**src/design/rmrle_pkg.sv**
```systemverilog
// ----------------------------------------------------------------------------
// Run/literal byte encoder package
// Shared types, constants and helper functions for the encoder blocks.
// ----------------------------------------------------------------------------
package rmrle_pkg;

  // Record control byte fields
  localparam logic [7:0] RUN_FLAG  = 8'h80;
  localparam logic [6:0] CTRL_MASK = 7'h7f;

  // Marker for "no byte seen" in the history registers
  localparam logic [8:0] NONE_MARK = 9'h100;

  // Length counters and store row numbers; lengths never exceed 130
  localparam int LEN_W = 8;
  localparam int ROW_W = LEN_W - 2;

  // Command queue depth (a power of two)
  localparam int QDEPTH = 4;
  localparam int QPTR_W = $clog2(QDEPTH);
  localparam int QCNT_W = $clog2(QDEPTH + 1);

  // Number of store banks, one byte lane each
  localparam int NBANKS = 4;

  typedef enum logic {
    CMD_RUN,
    CMD_LIT
  } cmd_kind_e;

  // One record to be written out by the back end
  typedef struct packed {
    cmd_kind_e        kind;
    logic [7:0]       ctrl;  // control byte of the record
    logic [7:0]       data;  // repeated byte of a run
    logic [LEN_W-1:0] len;   // byte count of a literal
  } cmd_t;

  // Store write port driven by the front end
  typedef struct packed {
    logic [NBANKS-1:0] we;
    logic [ROW_W-1:0]  row;
    logic [7:0]        data;
  } store_wr_t;

  // Control byte of a run record of the given length (3 or more)
  function automatic logic [7:0] run_ctrl(input logic [LEN_W-1:0] len);
    logic [LEN_W-1:0] diff;
    diff = len - LEN_W'(3);
    return RUN_FLAG | {1'b0, diff[6:0] & CTRL_MASK};
  endfunction

  // Control byte of a literal record of the given length (1 or more)
  function automatic logic [7:0] lit_ctrl(input logic [LEN_W-1:0] len);
    logic [LEN_W-1:0] diff;
    diff = len - LEN_W'(1);
    return {1'b0, diff[6:0] & CTRL_MASK};
  endfunction

endpackage

```
**src/design/rmrle_ram.sv**
```systemverilog
// ----------------------------------------------------------------------------
// Generic single-port-write RAM
// One write port and one read port with a registered, enabled read.
// ----------------------------------------------------------------------------
module rmrle_ram #(
  parameter int WIDTH = 8,
  parameter int DEPTH = 32,
  localparam int AW = (DEPTH > 1) ? $clog2(DEPTH) : 1
) (
  input  logic             clk_i,
  input  logic             we_i,
  input  logic [AW-1:0]    waddr_i,
  input  logic [WIDTH-1:0] wdata_i,
  input  logic             re_i,
  input  logic [AW-1:0]    raddr_i,
  output logic [WIDTH-1:0] rdata_o
);

  logic [WIDTH-1:0] mem_q [DEPTH];
  logic [WIDTH-1:0] rdata_q;

  // Write port and registered read port
  always_ff @(posedge clk_i) begin
    if (we_i) begin
      mem_q[waddr_i] <= wdata_i;
    end
    if (re_i) begin
      rdata_q <= mem_q[raddr_i];
    end
  end

  assign rdata_o = rdata_q;

endmodule

```
**src/design/rmrle_front.sv**
```systemverilog
// ----------------------------------------------------------------------------
// Encoder front end
// Accepts bytes and flush commands, tracks run/literal mode, writes the
// literal store and queues one record command per finished record.
// ----------------------------------------------------------------------------
module rmrle_front #(
  parameter int LITERAL_MAX = 128,
  parameter int RUN_MAX     = 130
) (
  input  logic                clk_i,
  input  logic                rst_ni,
  input  logic                in_valid_i,
  output logic                in_ready_o,
  input  logic                in_func_i,
  input  logic [7:0]          in_byte_i,
  input  logic                q_full_i,
  output logic                q_push_o,
  output rmrle_pkg::cmd_t     q_cmd_o,
  input  logic                lit_done_i,
  output rmrle_pkg::store_wr_t wr_o
);
  import rmrle_pkg::*;

  typedef enum logic [1:0] {
    MODE_IDLE,
    MODE_LIT,
    MODE_RUN
  } mode_e;

  mode_e            mode_q, mode_d;
  logic [8:0]       recent_q, recent_d;
  logic [8:0]       earlier_q, earlier_d;
  logic [LEN_W-1:0] len_q, len_d;
  logic             lit_busy_q, lit_busy_d;

  logic             accept;
  logic [8:0]       in_ext;
  logic [LEN_W-1:0] len_inc;

  // The store must not change while a literal record is being read out.
  assign in_ready_o = !q_full_i && !lit_busy_q;
  assign accept     = in_valid_i && in_ready_o;
  assign in_ext     = {1'b0, in_byte_i};
  assign len_inc    = len_q + LEN_W'(1);

  // Next state, store write and record command for the accepted item
  always_comb begin
    mode_d          = mode_q;
    recent_d        = recent_q;
    earlier_d       = earlier_q;
    len_d           = len_q;
    q_push_o        = 1'b0;
    q_cmd_o.kind    = CMD_RUN;
    q_cmd_o.ctrl    = run_ctrl(len_q);
    q_cmd_o.data    = recent_q[7:0];
    q_cmd_o.len     = len_q;
    wr_o.we         = '0;
    wr_o.row        = len_q[LEN_W-1:2];
    wr_o.data       = in_byte_i;

    if (accept) begin
      if (in_func_i) begin
        // Flush: emit whatever is pending and return to idle.
        unique case (mode_q)
          MODE_RUN: begin
            q_push_o = 1'b1;
          end
          MODE_LIT: begin
            q_push_o     = 1'b1;
            q_cmd_o.kind = CMD_LIT;
            q_cmd_o.ctrl = lit_ctrl(len_q);
          end
          default: begin
          end
        endcase
        mode_d    = MODE_IDLE;
        recent_d  = NONE_MARK;
        earlier_d = NONE_MARK;
      end else begin
        unique case (mode_q)
          MODE_RUN: begin
            if (in_ext != recent_q) begin
              // Run broken: emit it and start a literal with this byte.
              q_push_o   = 1'b1;
              mode_d     = MODE_LIT;
              wr_o.we[0] = 1'b1;
              wr_o.row   = '0;
              recent_d   = in_ext;
              len_d      = LEN_W'(1);
            end else begin
              len_d = len_inc;
              if (len_inc >= LEN_W'(RUN_MAX)) begin
                // Longest run reached.
                q_push_o     = 1'b1;
                q_cmd_o.ctrl = run_ctrl(len_inc);
                mode_d       = MODE_IDLE;
                recent_d     = NONE_MARK;
                earlier_d    = NONE_MARK;
              end
            end
          end
          MODE_LIT: begin
            if (in_ext == recent_q && in_ext == earlier_q) begin
              // Third equal byte: the last two stored bytes open a run.
              mode_d = MODE_RUN;
              if (len_q > LEN_W'(2)) begin
                q_push_o     = 1'b1;
                q_cmd_o.kind = CMD_LIT;
                q_cmd_o.len  = len_q - LEN_W'(2);
                q_cmd_o.ctrl = lit_ctrl(len_q - LEN_W'(2));
              end
              len_d = LEN_W'(3);
            end else begin
              earlier_d = recent_q;
              recent_d  = in_ext;
              wr_o.we[len_q[1:0]] = 1'b1;
              len_d     = len_inc;
              if (len_inc >= LEN_W'(LITERAL_MAX)) begin
                // Store full: emit the whole literal.
                q_push_o     = 1'b1;
                q_cmd_o.kind = CMD_LIT;
                q_cmd_o.len  = len_inc;
                q_cmd_o.ctrl = lit_ctrl(len_inc);
                mode_d       = MODE_IDLE;
                recent_d     = NONE_MARK;
                earlier_d    = NONE_MARK;
              end
            end
          end
          default: begin
            // Idle: start a literal.
            mode_d     = MODE_LIT;
            wr_o.we[0] = 1'b1;
            wr_o.row   = '0;
            recent_d   = in_ext;
            len_d      = LEN_W'(1);
          end
        endcase
      end
    end

    // Busy from the literal push until its last store read is issued.
    lit_busy_d = lit_busy_q;
    if (lit_done_i) begin
      lit_busy_d = 1'b0;
    end
    if (q_push_o && q_cmd_o.kind == CMD_LIT) begin
      lit_busy_d = 1'b1;
    end
  end

  // Mode and history registers
  always_ff @(posedge clk_i or negedge rst_ni) begin
    if (!rst_ni) begin
      mode_q     <= MODE_IDLE;
      recent_q   <= NONE_MARK;
      earlier_q  <= NONE_MARK;
      len_q      <= '0;
      lit_busy_q <= 1'b0;
    end else begin
      mode_q     <= mode_d;
      recent_q   <= recent_d;
      earlier_q  <= earlier_d;
      len_q      <= len_d;
      lit_busy_q <= lit_busy_d;
    end
  end

endmodule

```
**src/design/rmrle_queue.sv**
```systemverilog
// ----------------------------------------------------------------------------
// Record command queue
// Small FIFO that decouples the front end from the back end.
// ----------------------------------------------------------------------------
module rmrle_queue (
  input  logic            clk_i,
  input  logic            rst_ni,
  input  logic            push_i,
  input  rmrle_pkg::cmd_t cmd_i,
  output logic            full_o,
  input  logic            pop_i,
  output logic            valid_o,
  output rmrle_pkg::cmd_t head_o
);
  import rmrle_pkg::*;

  cmd_t              mem_q [QDEPTH];
  logic [QPTR_W-1:0] wr_ptr_q, rd_ptr_q;
  logic [QCNT_W-1:0] count_q;
  logic              do_push, do_pop;

  assign full_o  = (count_q == QCNT_W'(QDEPTH));
  assign valid_o = (count_q != '0);
  assign head_o  = mem_q[rd_ptr_q];
  assign do_push = push_i && !full_o;
  assign do_pop  = pop_i && valid_o;

  // Pointers and fill level
  always_ff @(posedge clk_i or negedge rst_ni) begin
    if (!rst_ni) begin
      wr_ptr_q <= '0;
      rd_ptr_q <= '0;
      count_q  <= '0;
    end else begin
      if (do_push) begin
        wr_ptr_q <= wr_ptr_q + QPTR_W'(1);
      end
      if (do_pop) begin
        rd_ptr_q <= rd_ptr_q + QPTR_W'(1);
      end
      if (do_push && !do_pop) begin
        count_q <= count_q + QCNT_W'(1);
      end else if (do_pop && !do_push) begin
        count_q <= count_q - QCNT_W'(1);
      end
    end
  end

  // Entry storage
  always_ff @(posedge clk_i) begin
    if (do_push) begin
      mem_q[wr_ptr_q] <= cmd_i;
    end
  end

endmodule

```
**src/design/rmrle_back.sv**
```systemverilog
// ----------------------------------------------------------------------------
// Encoder back end
// Turns queued record commands into output words of up to four bytes, reading
// literal bytes from the banked store one word per cycle unless stalled.
// ----------------------------------------------------------------------------
module rmrle_back #(
  parameter int LITERAL_MAX = 128,
  localparam int ROWS = (LITERAL_MAX + 3) / 4,
  localparam int AW   = (ROWS > 1) ? $clog2(ROWS) : 1
) (
  input  logic                              clk_i,
  input  logic                              rst_ni,
  input  logic                              q_valid_i,
  input  rmrle_pkg::cmd_t                   q_head_i,
  output logic                              q_pop_o,
  output logic                              lit_done_o,
  output logic                              rd_en_o,
  output logic [AW-1:0]                     rd_row_o,
  output logic [AW-1:0]                     rd_row_prev_o,
  input  logic [rmrle_pkg::NBANKS-1:0][7:0] rd_data_i,
  output logic                              out_valid_o,
  input  logic                              out_ready_i,
  output logic [31:0]                       out_data_o,
  output logic [2:0]                        out_count_o,
  output logic                              out_last_o
);
  import rmrle_pkg::*;

  localparam int NWORDS = (LITERAL_MAX + 4) / 4;
  localparam int KW     = (NWORDS > 1) ? $clog2(NWORDS) : 1;

  logic [KW-1:0] k_q;
  logic          last_word, issue, c_free, b_move;
  logic [2:0]    issue_cnt;

  // Word-assembly stage (store data arrives here)
  logic          b_valid_q;
  cmd_kind_e     b_kind_q;
  logic          b_first_q, b_last_q;
  logic [2:0]    b_cnt_q;
  logic [7:0]    b_ctrl_q, b_data_q;

  // Output register
  logic          out_valid_q, out_last_q;
  logic [31:0]   out_data_q;
  logic [2:0]    out_cnt_q;

  logic [NBANKS-1:0][7:0] raw_bytes;
  logic [31:0]            word;

  // Word k of a literal holds stored bytes 4k-1 .. 4k+2.
  assign last_word = (q_head_i.kind == CMD_RUN) ||
                     (ROW_W'(k_q) == q_head_i.len[LEN_W-1:2]);
  assign c_free    = !out_valid_q || out_ready_i;
  assign b_move    = b_valid_q && c_free;
  assign issue     = q_valid_i && (!b_valid_q || b_move);

  assign q_pop_o       = issue && last_word;
  assign lit_done_o    = q_pop_o && (q_head_i.kind == CMD_LIT);
  assign rd_en_o       = issue;
  assign rd_row_o      = AW'(k_q);
  assign rd_row_prev_o = AW'(k_q - KW'(1));

  // Byte count of the word being issued
  always_comb begin
    if (q_head_i.kind == CMD_RUN) begin
      issue_cnt = 3'd2;
    end else if (last_word) begin
      issue_cnt = {1'b0, q_head_i.len[1:0]} + 3'd1;
    end else begin
      issue_cnt = 3'd4;
    end
  end

  // Assemble the output word and clear the unused upper bytes.
  always_comb begin
    if (b_kind_q == CMD_RUN) begin
      raw_bytes = {8'h00, 8'h00, b_data_q, b_ctrl_q};
    end else begin
      raw_bytes = {rd_data_i[2], rd_data_i[1], rd_data_i[0],
                   b_first_q ? b_ctrl_q : rd_data_i[3]};
    end
    for (int i = 0; i < NBANKS; i++) begin
      word[8*i +: 8] = (3'(i) < b_cnt_q) ? raw_bytes[i] : 8'h00;
    end
  end

  // Control registers
  always_ff @(posedge clk_i or negedge rst_ni) begin
    if (!rst_ni) begin
      k_q         <= '0;
      b_valid_q   <= 1'b0;
      out_valid_q <= 1'b0;
    end else begin
      if (issue) begin
        k_q <= last_word ? '0 : k_q + KW'(1);
      end
      if (issue) begin
        b_valid_q <= 1'b1;
      end else if (b_move) begin
        b_valid_q <= 1'b0;
      end
      if (b_move) begin
        out_valid_q <= 1'b1;
      end else if (out_ready_i) begin
        out_valid_q <= 1'b0;
      end
    end
  end

  // Payload registers
  always_ff @(posedge clk_i) begin
    if (issue) begin
      b_kind_q  <= q_head_i.kind;
      b_first_q <= (k_q == '0);
      b_last_q  <= last_word;
      b_cnt_q   <= issue_cnt;
      b_ctrl_q  <= q_head_i.ctrl;
      b_data_q  <= q_head_i.data;
    end
    if (b_move) begin
      out_data_q <= word;
      out_cnt_q  <= b_cnt_q;
      out_last_q <= b_last_q;
    end
  end

  assign out_valid_o = out_valid_q;
  assign out_data_o  = out_data_q;
  assign out_count_o = out_cnt_q;
  assign out_last_o  = out_last_q;

endmodule

```
**src/design/run_mix_rle_byte_encoder.sv**
```systemverilog
// ----------------------------------------------------------------------------
// Run/literal byte encoder, top level
// Encodes a byte stream into run and literal records, up to four bytes per item.
// ----------------------------------------------------------------------------
// Throughput: one input item per cycle unless the queue is full; a literal
// record of n bytes leaves as ceil((n+1)/4) result items, one per cycle
// unless the output stalls, set by the four-bank store read port, and new
// input waits until its last store read has issued.
// Reset: asynchronous, clears mode, history, queue and output valid; the
// literal store is not cleared; bytes from unwritten entries are never output.
module run_mix_rle_byte_encoder #(
  parameter int LITERAL_MAX = 128,
  parameter int RUN_MAX     = 130
) (
  input  logic        clk_i,
  input  logic        rst_ni,
  input  logic        s_axis_tvalid,
  output logic        s_axis_tready,
  input  logic [7:0]  s_axis_tdata,   // [7:0] in_byte
  input  logic        s_axis_tuser,   // [0] func
  output logic        m_axis_tvalid,
  input  logic        m_axis_tready,
  output logic [39:0] m_axis_tdata,   // [31:0] out_data, [34:32] out_count
  output logic        m_axis_tlast
);
  import rmrle_pkg::*;

  localparam int ROWS = (LITERAL_MAX + 3) / 4;
  localparam int AW   = (ROWS > 1) ? $clog2(ROWS) : 1;

  logic                   q_full, q_push, q_pop, q_valid, lit_done;
  cmd_t                   q_cmd, q_head;
  store_wr_t              store_wr;
  logic                   rd_en;
  logic [AW-1:0]          rd_row, rd_row_prev;
  logic [NBANKS-1:0][7:0] rd_data;
  logic [31:0]            out_data;
  logic [2:0]             out_count;

  // Front end: classification and store writes
  rmrle_front #(
    .LITERAL_MAX (LITERAL_MAX),
    .RUN_MAX     (RUN_MAX)
  ) u_front (
    .clk_i      (clk_i),
    .rst_ni     (rst_ni),
    .in_valid_i (s_axis_tvalid),
    .in_ready_o (s_axis_tready),
    .in_func_i  (s_axis_tuser),
    .in_byte_i  (s_axis_tdata),
    .q_full_i   (q_full),
    .q_push_o   (q_push),
    .q_cmd_o    (q_cmd),
    .lit_done_i (lit_done),
    .wr_o       (store_wr)
  );

  // Command queue between the two halves
  rmrle_queue u_queue (
    .clk_i   (clk_i),
    .rst_ni  (rst_ni),
    .push_i  (q_push),
    .cmd_i   (q_cmd),
    .full_o  (q_full),
    .pop_i   (q_pop),
    .valid_o (q_valid),
    .head_o  (q_head)
  );

  // Literal store: one bank per byte lane, bank = byte index mod 4
  for (genvar j = 0; j < NBANKS; j++) begin : g_bank
    rmrle_ram #(
      .WIDTH (8),
      .DEPTH (ROWS)
    ) u_ram (
      .clk_i   (clk_i),
      .we_i    (store_wr.we[j]),
      .waddr_i (AW'(store_wr.row)),
      .wdata_i (store_wr.data),
      .re_i    (rd_en),
      .raddr_i ((j == NBANKS - 1) ? rd_row_prev : rd_row),
      .rdata_o (rd_data[j])
    );
  end

  // Back end: record output
  rmrle_back #(
    .LITERAL_MAX (LITERAL_MAX)
  ) u_back (
    .clk_i         (clk_i),
    .rst_ni        (rst_ni),
    .q_valid_i     (q_valid),
    .q_head_i      (q_head),
    .q_pop_o       (q_pop),
    .lit_done_o    (lit_done),
    .rd_en_o       (rd_en),
    .rd_row_o      (rd_row),
    .rd_row_prev_o (rd_row_prev),
    .rd_data_i     (rd_data),
    .out_valid_o   (m_axis_tvalid),
    .out_ready_i   (m_axis_tready),
    .out_data_o    (out_data),
    .out_count_o   (out_count),
    .out_last_o    (m_axis_tlast)
  );

  assign m_axis_tdata = {5'b00000, out_count, out_data};

endmodule

```
**config.mk**
```make
export PLATFORM = sky130hd
export DESIGN_NAME = run_mix_rle_byte_encoder
export DESIGN_NICKNAME = d
export VERILOG_FILES = /design/src/design/rmrle_pkg.sv /design/src/design/rmrle_ram.sv /design/src/design/rmrle_front.sv /design/src/design/rmrle_queue.sv /design/src/design/rmrle_back.sv /design/src/design/run_mix_rle_byte_encoder.sv
export SDC_FILE = /design/constraint.sdc
export NUM_CORES = 1
export LEC_CHECK = 0
export BUFFER_PORTS_ARGS = -buffer_cell sky130_fd_sc_hd__buf_4
export CAP_MARGIN = 10
export CORE_ASPECT_RATIO = 0.5
export CORE_MARGIN = 5
export CORE_UTILIZATION = 31
export CTS_BUF_LIST = sky130_fd_sc_hd__clkbuf_4
export DETAILED_ROUTE_END_ITERATION = 7
export PLACE_DENSITY = 0.44
export RECOVER_POWER = 50
export SETUP_SLACK_MARGIN = 0.5
export SYNTH_ARGS = -nofsm -noshare
export SYNTH_HDL_FRONTEND = slang
export SYNTH_HIERARCHICAL = 1
export SYNTH_SLANG_ARGS = --single-unit
```
**constraint.sdc**
```tcl
create_clock -name clk_i -period 5.4 [get_ports clk_i]
set_clock_uncertainty 0.2 [all_clocks]
set_input_delay 0.54 -clock clk_i [delete_from_list [all_inputs] [get_ports clk_i]]
set_output_delay 0.54 -clock clk_i [all_outputs]
set_load 0.005 [all_outputs]
```
* Yosys cells after proc, flatten, opt, wreduce, memory -nomap -nowiden
Memories as Yosys holds them, arrays and structs flattened. A register that Yosys moved wholly into a read port is not among the register bits.
Cells that the tools add are included.
** Cells by class
- Bitwise operators :: 2
- Div/mod/pow operators :: 0
- $add $sub $neg :: 14
- Eq/ne operators :: 12
- Reduce and logical (&&, ||, !) cells :: 37
- Mux-type cells :: 76
- Multiply operators :: 0
- Order comparisons :: 9
- Shift-type cells :: 0
** Operators by type and width (number)
- $mux 9 :: 15
- $mux 8 :: 10
- $pmux 9 s2 :: 2
- $pmux 8 s2 :: 2
- $mux 1 :: 26
- $sub 7x1->7 const B :: 3
- $mux 10 :: 2
- $eq 8x9->1 :: 2
- $ge 8x8->1 const B :: 2
- $mux 16 :: 1
- $mux 7 :: 2
- $sub 7x2->7 const B :: 2
- $logic_and 1x1->1 :: 13
- $mux 3 :: 4
- $pmux 6 s2 :: 1
- $mux 2 :: 5
- $ne 8x9->1 :: 1
- $add 8x1->8 const B :: 1
- $gt 8x2->1 const B :: 1
- $ne 4x2->1 const B :: 2
- $reduce_and 2->1 :: 4
- $reduce_bool 2->1 :: 4
- $sub 8x2->8 const B :: 1
- $add 6x1->6 const B :: 1
- other kinds (28) :: 43
** Word-level totals
- Bits in latches :: 0
- Memory bits (writable) :: 1124
- Memories kept :: 5
- ROM bits :: 0
- Bits in registers :: 102
- Input port bits :: 13
** Memory list
- g_bank[0].u_ram.mem_q :: depth 32, width 8, read ports 1, clocked after memory_dff 1, wr ports 1, RTL line rmrle_ram.sv:19 : logic [WIDTH-1:0] mem_q [DEPTH];
- g_bank[1].u_ram.mem_q :: depth 32, width 8, read ports 1, clocked after memory_dff 1, wr ports 1, RTL line rmrle_ram.sv:19
- g_bank[2].u_ram.mem_q :: depth 32, width 8, read ports 1, clocked after memory_dff 1, wr ports 1, RTL line rmrle_ram.sv:19
- g_bank[3].u_ram.mem_q :: depth 32, width 8, read ports 1, clocked after memory_dff 1, wr ports 1, RTL line rmrle_ram.sv:19
- u_queue.mem_q :: depth 4, width 25, read ports 1, clocked after memory_dff 0, wr ports 1, RTL line rmrle_queue.sv:17 : cmd_t mem_q [QDEPTH];

* Longest topological paths before layout
Gate-level depths: netlist of the first run.
- Depth in word-level cells :: 12
- Depth in mapped cells :: 18
- Depth with buffers taken out :: 15

* Hierarchy
Netlist of the first run, hierarchy kept.
** By module, submodules not included
- rmrle_ram :: area each 10133.5 um^2, cells each 417, instances 4, seq. area each 7927.6 um^2
- rmrle_queue :: area each 4080.2 um^2, cells each 166, instances 1, seq. area each 3178.0 um^2
- rmrle_front :: area each 3590.9 um^2, cells each 463, instances 1, seq. area each 728.2 um^2
- rmrle_back :: area each 2782.7 um^2, cells each 192, instances 1, seq. area each 1941.9 um^2
- run_mix_rle_byte_encoder :: area each 41.3 um^2, cells each 6, instances 1, seq. area each 0.0 um^2

* Least setup slack after synthesis of the first run
OpenSTA, ideal clock, no wires.
- Path kind :: input to register
- Start point :: input s_axis_tdata[4]
- End point :: memory g_bank[0].u_ram.mem_q[76][0] (netlist: g_bank[0].u_ram/mem_q[19][0]) (enable)
- Cell stages on the path :: 10
- Slack :: 1.401 ns
- Setup time :: 0.371 ns
- Path buffers :: 1
- Arrival time :: 3.428 ns
- Path through :: xnor2_1 > nand4_1 > or3_1 > clkbuf_1 > nor2_2 > nor2_1 > o211ai_1 > and2_1 > or3b_2 > nor2_1
** RTL lines
- start: declaration :: RTL line run_mix_rle_byte_encoder.sv:19 : input logic [7:0] s_axis_tdata,
- end: declaration :: RTL line rmrle_ram.sv:19

* Final worst setup path of the first run
- Start point :: input s_axis_tdata[5]
- End point :: memory g_bank[2].u_ram.mem_q[72][5] (netlist: g_bank[2].u_ram/mem_q[18][5]), data pin
** RTL lines (RTL line)
- end: declaration :: rmrle_ram.sv:19
Straight into the memory's write port.

==> results of run 1 <==
-- sequential cells by signal, summed over array words and instances (netlist names), 2 cells and up --
| register | cells |
|---|---|
| g_bank.u_ram/mem_q | 1024 |
| u_back/b_data_q | 8 |
| u_front/recent_q | 9 |
| u_front/earlier_q | 9 |
| u_back/b_ctrl_q | 8 |
| g_bank.u_ram/rdata_o | 32 |
| u_back/out_data_o | 32 |
| u_queue/count_q | 3 |
| u_back/out_count_o | 3 |
| u_queue/rd_ptr_q | 2 |
| u_back/k_q | 6 |
| u_queue/mem_q | 100 |
| u_back/b_cnt_q | 3 |
| u_queue/wr_ptr_q | 2 |
| u_front/mode_q | 2 |
| u_front/len_q | 8 |
-- worst paths after layout --
check	endpoint	slack, ns
max reg2reg	g_bank[3].u_ram/mem_q[5][6]	0.84
max	g_bank[2].u_ram/mem_q[18][5]	0.58
min reg2reg	u_back/out_last_o	0.27
max in group asynchronous	u_back/k_q[1]	1.48
min in group asynchronous	u_front/earlier_q[8]	0.36
min	u_front/mode_q[0]	0.19
-- power by group --
part | switching (W) | total, W | internal, W
clock | 0.00373 | 0.00765 | 0.00392
sequential | 0.0000122 | 0.0107 | 0.0107
combinational | 0.000198 | 0.000232 | 0.0000344
-- layer usage --
layer,GRT usage [%],vias to the layer above
met1,21.3,13600
li1,-,11100
met5,0,-
met3,3.52,221
met2,23.2,765
met4,4.71,0
-- worst max-delay path, delay by kind of cell --
family / cells / cell delay [ns]
buffers and inverters: 4 / 4.72
-- per-stage QoR --
step	instance area [µm²]	setup WS, ns	utilization (%)	total power [W]
detailed placement	54200	0.654	33.1	0.0111
global route	58000	0.379	35.4	0.0195
finish	58000	0.577	35.4	0.0186
floorplan	51000	1.43	-	0.0110
global placement	54200	0.630	33.1	0.0111
CTS	58100	0.750	35.5	0.0189
-- cell type report --
type	instances	area share [%]
Clock inverter	73	0.617
Tap cell	2193	4.73
Multi-Input combinational cell	1063	21.6
Timing Repair Buffer	172	2.28
Sequential cell	1258	64.8
Antenna cell	11	0.0475
Inverter	30	0.198
Clock buffer	446	5.77
-- timing repair --
item	in CTS	in global routing
hold endpoints to repair	673	0
resized for setup	0	1
endpoints found under the setup margin	0	1
hold buffers	22	0
buffers inserted	0	0
==> load_flow_metrics.sql, run 1 <==
INSERT INTO impl_metrics (metric_group, metric, value, unit) VALUES
('timing', 'grt_setup_unrepaired', 'no', ''),
('finish', 'commonest_non_fill_non_tap_cells_in_the_layout', 'sky130_fd_sc_hd__edfxtp_1, sky130_fd_sc_hd__clkbuf_4, sky130_fd_sc_hd__mux4_2, sky130_fd_sc_hd__nor2_1, sky130_fd_sc_hd__buf_4', ''),
('finish', 'sequential_cell_area', '37600', 'µm²'),
('floorplan', 'num_rows', '105', ''),
('floorplan', 'top_level_ports', '56', ''),
('drt', 'average_via_count_per_standard_cell', '4.90', ''),
('yosys', 'postSynthAreaPerCell', '20.5', 'µm²'),
('placed_design', 'place_hpwl', '79100', 'µm'),
('drt', 'routed.top_layer', 'met4', ''),
('timing', 'whs', '0.189', 'ns'),
('critical_path', 'cp_common_cell', 'sky130_fd_sc_hd__clkbuf_1', ''),
('clocking', 'clock_sink_total', '1258', ''),
('clocking', 'clk_latency', '1.28', 'ns'),
('finish', 'area_growth', '13.7', '%'),
('drt', 'detailedRoute.firstIterationViolations', '2113', ''),
('drt', 'drc', '0', ''),
('grt', 'gr_ovfl_total', '0', ''),
('drt', 'route.vias.total', '25700', ''),
('worst_hold_path', 'hp-start', 's_axis_tuser', ''),
('drt', 'number_of_nets_still_failing_antenna_checks_after_routing', '0', ''),
('critical_path', 'critical_path_class', 'in2reg', ''),
('floorplan', 'effective_utilization_at_floorplan', '31.1', '%'),
('timing', 'timing.max_slew.rel_slack', '-205', '%'),
('timing', 'timing.setup.tns', '0', 'ns'),
('critical_path', 'crit_path_max_fanout', '75', ''),
('critical_path', 'startpoint_type', 'input pin', ''),
('outcome', 'run_status', 'finished, violations left', ''),
('grt', 'grt_pass1_vias', '27100', ''),
('timing', 'min_period_over_period', '89.3', '%'),
('clocking', 'tritoncts_clock_tree', 'yes', ''),
('timing', 'timing_hold_violations_final', '0', ''),
('placed_design', 'place_congestion', '0.839', ''),
('clocking', 'cts-root-to-sink-buffers', '4', ''),
('grt', 'grt_pass1_wl', '191000', 'µm'),
('job', 'maxCapViolCount', '14', ''),
('timing', 'fmax', '207', 'MHz'),
('finish', 'fin_cells', '5246', ''),
('critical_path', 'cp.arrival', '5.36', 'ns'),
('clocking', 'ctsHtreeMaxLevel', '5', ''),
('critical_path', 'crit_start', 's_axis_tdata[5]', ''),
('grt', 'grt_antenna_before_repair', '10', ''),
('outcome', 'violations', 'max-capacitance violations, max-slew violations', ''),
('clocking', 'worst_setup_hold_path_clk_slew', '0.06', 'ns'),
('critical_path', 'crit-reg2reg-launch', 'u_front/recent_q[7]', ''),
('finish', 'final_common_cell', 'sky130_fd_sc_hd__edfxtp_1', ''),
('drt', 'routedLengthMet1', '60200', 'µm'),
('critical_path', 'worst-r2r-cell-count', '10', ''),
('power', 'leak_pwr', '18.2', 'nW'),
('clocking', 'clock_tree.root_cell', 'sky130_fd_sc_hd__clkbuf_4', ''),
('power', 'ir_drop', '0.222', 'mV'),
('timing', 'finalWorstPathRequiredPeriod', '4.82', 'ns'),
('finish', 'net_count_of_the_finished_layout', '2878', ''),
('drt', 'wl_met2', '61000', 'µm'),
('worst_hold_path', 'holdCritPathClass', 'in2reg', ''),
('floorplan', 'die_area', '173000', 'µm²'),
('floorplan', 'fp.dieH', '297', 'µm'),
('timing', 'finalMaxSlewViolations', '793', ''),
('worst_hold_path', 'min_delay_path_depth', '5', ''),
('clocking', 'cts_inserted_buffers', '319', ''),
('grt', 'track_usage', '15.1', '%'),
('critical_path', 'slowest_stage', 'sky130_fd_sc_hd__clkbuf_1', ''),
('grt', 'maximum_number_of_pins_on_one_net_before_global_route_repair', '101', ''),
('drt', 'routed_length_on_met3', '7660', 'µm'),
('yosys', 'post_synth_instance_area', '51000', 'µm²'),
('timing', 'max_slew.worst_pin.slew', '4.57', 'ns'),
('drt', 'drt_wl_total', '132000', 'µm'),
('placed_design', 'place.port_buffers', '50', ''),
('floorplan', 'floorplan.die.width', '584', 'µm'),
('yosys', 'syn_inst', '2494', ''),
('yosys', 'synthesis.yosys.warnings', '6', ''),
('critical_path', 'ordered_cell_list_for_the_critical_path', 'dlygate4sd3_1 -> clkbuf_1 -> clkbuf_1 -> clkbuf_2', ''),
('critical_path', 'max_stage_delay', '2.44', 'ns'),
('power', 'power_per_cell_area', '320', 'nW/µm²'),
('critical_path', 'critical_path.endpoint_type', 'flop', ''),
('finish', 'layout-drive-gt1-share', '32.9', '%'),
('finish', 'final.fill_count', '15400', ''),
('timing', 'setup_violations', '0', ''),
('drt', 'firstDrtPassIters', '5', ''),
('placed_design', 'placedCellCount', '4694', ''),
('drt', 'drt-wirelength-per-cell', '25.1', 'µm'),
('floorplan', 'design.core.area', '164000', 'µm²'),
('finish', 'multiInputGateArea', '12500', 'µm²'),
('critical_path', 'cp.required', '5.93', 'ns');
No activity file was read; power rests on OpenSTA's default activity.
==> run 2, diff against run 1 <==
- CORE_ASPECT_RATIO: 0.5 -> 1.2
==> run 2 against run 1 <==
The flow still finishes with violations (max-capacitance violations, max-slew violations); total power rose by 1.0%; sequential power is essentially flat; global-route usage barely moved; die area decreased by 0.26%; first-iteration DRC count fell by 5.5%.
==> load_flow_metrics.sql, run 2 (synthesized netlist as in run 1, its figures left out) <==
INSERT INTO impl_metrics (metric_group, metric, value, unit) VALUES
('outcome', 'run_status', 'finished, violations left', ''),
('outcome', 'violations', 'max-capacitance violations, max-slew violations', ''),
('critical_path', 'cp_common_cell', 'sky130_fd_sc_hd__clkbuf_1', ''),
('floorplan', 'num_rows', '163', ''),
('floorplan', 'effective_utilization_at_floorplan', '31.1', '%'),
('drt', 'drt_wl_total', '131000', 'µm'),
('floorplan', 'top_level_ports', '56', ''),
('worst_hold_path', 'holdCritPathClass', 'in2reg', ''),
('placed_design', 'place.port_buffers', '50', ''),
('drt', 'firstDrtPassIters', '7', ''),
('drt', 'drc', '0', ''),
('critical_path', 'critical_path.endpoint_type', 'flop', ''),
('finish', 'final.fill_count', '15500', ''),
('grt', 'grt_pass1_vias', '27700', ''),
('critical_path', 'ordered_cell_list_for_the_critical_path', 'dlygate4sd3_1 -> clkbuf_1 -> clkbuf_1 -> clkbuf_2', ''),
('power', 'power_per_cell_area', '321', 'nW/µm²'),
('grt', 'grt_pass1_wl', '192000', 'µm'),
('critical_path', 'slowest_stage', 'sky130_fd_sc_hd__clkbuf_1', ''),
('clocking', 'post-cts-setup-buffer-count', '0', ''),
('drt', 'detailedRoute.firstIterationViolations', '1997', ''),
('floorplan', 'fp.dieH', '454', 'µm'),
('placed_design', 'place_hpwl', '80900', 'µm'),
('grt', 'track_usage', '15.1', '%'),
('clocking', 'clock_tree.root_cell', 'sky130_fd_sc_hd__clkbuf_4', ''),
('clocking', 'ctsResizeCount', '0', ''),
('floorplan', 'floorplan.die.width', '380', 'µm'),
('timing', 'setup_violations', '0', ''),
('clocking', 'clock_sink_total', '1258', ''),
('timing', 'finalWorstPathRequiredPeriod', '4.82', 'ns'),
('drt', 'drt-wirelength-per-cell', '24.7', 'µm'),
('clocking', 'tritoncts_clock_tree', 'yes', ''),
('power', 'ir_drop', '0.172', 'mV'),
('timing', 'fmax', '207', 'MHz'),
('critical_path', 'startpoint_type', 'input pin', ''),
('drt', 'number_of_nets_still_failing_antenna_checks_after_routing', '0', ''),
('drt', 'average_via_count_per_standard_cell', '4.89', ''),
('finish', 'area_growth', '14.8', '%'),
('grt', 'grt_antenna_before_repair', '7', ''),
('finish', 'registers.top_by_ff_count', 'g_bank.u_ram/mem_q', ''),
('floorplan', 'die_area', '173000', 'µm²'),
('finish', 'largest_register_ff_count', '1024', ''),
('placed_design', 'place_congestion', '0.834', ''),
('timing', 'max_slew.worst_pin.slew', '4.60', 'ns'),
('critical_path', 'cp.arrival', '5.32', 'ns'),
('timing', 'min_period_over_period', '89.3', '%'),
('finish', 'final_common_cell', 'sky130_fd_sc_hd__edfxtp_1', ''),
('timing', 'timing.max_slew.rel_slack', '-207', '%'),
('grt', 'gr_ovfl_total', '0', ''),
('clocking', 'cts_inserted_buffers', '340', ''),
('finish', 'layout-drive-gt1-share', '35.0', '%'),
('clocking', 'cts-root-to-sink-buffers', '4', ''),
('clocking', 'worst_setup_hold_path_clk_slew', '0.06', 'ns'),
('critical_path', 'crit_path_max_fanout', '83', ''),
('finish', 'commonest_non_fill_non_tap_cells_in_the_layout', 'sky130_fd_sc_hd__edfxtp_1, sky130_fd_sc_hd__clkbuf_4, sky130_fd_sc_hd__mux4_2, sky130_fd_sc_hd__nor2_1, sky130_fd_sc_hd__buf_4', ''),
('critical_path', 'max_stage_delay', '2.17', 'ns'),
('job', 'maxCapViolCount', '18', ''),
('finish', 'multiInputGateArea', '12500', 'µm²'),
('clocking', 'ctsHtreeMaxLevel', '5', ''),
('drt', 'route.vias.total', '25800', ''),
('floorplan', 'design.core.area', '164000', 'µm²'),
('finish', 'layout_top_registers', 'g_bank.u_ram/mem_q x1024, u_queue/mem_q x100', ''),
('critical_path', 'critical_path_class', 'in2reg', ''),
('grt', 'maximum_number_of_pins_on_one_net_before_global_route_repair', '104', ''),
('finish', 'net_count_of_the_finished_layout', '2969', ''),
('finish', 'postLayoutCoreUtil', '35.7', '%'),
('finish', 'sequential_cell_area', '37600', 'µm²'),
('power', 'leak_pwr', '18.7', 'nW'),
('clocking', 'clk_latency', '1.23', 'ns'),
('critical_path', 'cp.required', '5.89', 'ns'),
('clocking', 'ctsHoldBuffers', '24', ''),
('timing', 'timing.setup.tns', '0', 'ns'),
('timing', 'timing_hold_violations_final', '0', ''),
('timing', 'grt_setup_unrepaired', 'no', ''),
('timing', 'finalMaxSlewViolations', '1130', '');
[run 2: changes by cell type in the layout (fill, tap and decap cells not counted), sizes merged]
cell	change
clkinvlp	+1
dlygate4sd3	+2
bufinv	+1
inv	+4
clkbuf	+8
clkinv	+4
diode	-5
buf	+71
[run 2: through the flow]
stage / hold WS (ns) / worst slack [ns] / instances / total power [W] / area (µm²)
finish: 0.218 / 0.577 / 5284 / 0.0188 / 58600
detailed placement: 0.280 / 0.809 / 4714 / 0.0111 / 54600
floorplan: 0.0444 / 1.43 / 2498 / 0.0110 / 51000
global route: 0.0773 / 0.401 / 5282 / 0.0197 / 58500
global placement: 0.271 / 0.958 / 4714 / 0.0111 / 54600
CTS: 0.00648 / 0.810 / 5278 / 0.0191 / 58700
[run 2: final timing paths]
path	to	from	slack [ns]	cells after the start
max reg2reg	u_queue/count_q[2]	u_front/len_q[2]	0.75	15
min in group asynchronous	u_queue/rd_ptr_q[0]	rst_ni	1.90	5
max in group asynchronous	u_back/k_q[0]	rst_ni	1.00	5
min reg2reg	u_queue/count_q[2]	u_queue/count_q[2]	0.29	1
max	g_bank[2].u_ram/mem_q[21][1]	s_axis_tdata[1]	0.58	4
min	u_front/mode_q[1]	s_axis_tuser	0.22	4
[run 2: critical path: cells and delay by family]
family,cells,cell delay (ns)
buf+inv,4,4.63
[run 2: metal layers]
| metal | track usage, % | vias up | share of wire [%] |
|---|---|---|---|
| li1 | - | 11300 | - |
| met1 | 19.9 | 13500 | 43 |
| met2 | 24.9 | 824 | 49 |
| met3 | 3.53 | 200 | 5.3 |
| met4 | 4.94 | 0 | 2.3 |
| met5 | 0 | - | 0 |
[run 2: layout make-up]
class | count | share of cell area (%)
sequential | 1258 | 64.2
multi-input combinational | 1063 | 21.3
clock buffer | 457 | 5.86
tap | 2145 | 4.58
timing repair buffer | 242 | 3.09
clock inverter | 83 | 0.748
inverter | 30 | 0.197
antenna | 6 | 0.0256
[run 2: where the power goes]
group,internal [W],leakage [nW],switching (W),total (W)
Clock,0.00407,2.33,0.00376,0.00783
Sequential,0.0107,11.4,0.0000115,0.0107
Combinational,0.0000335,5.01,0.000200,0.000233
Total,0.0148,18.7,0.00397,0.0188
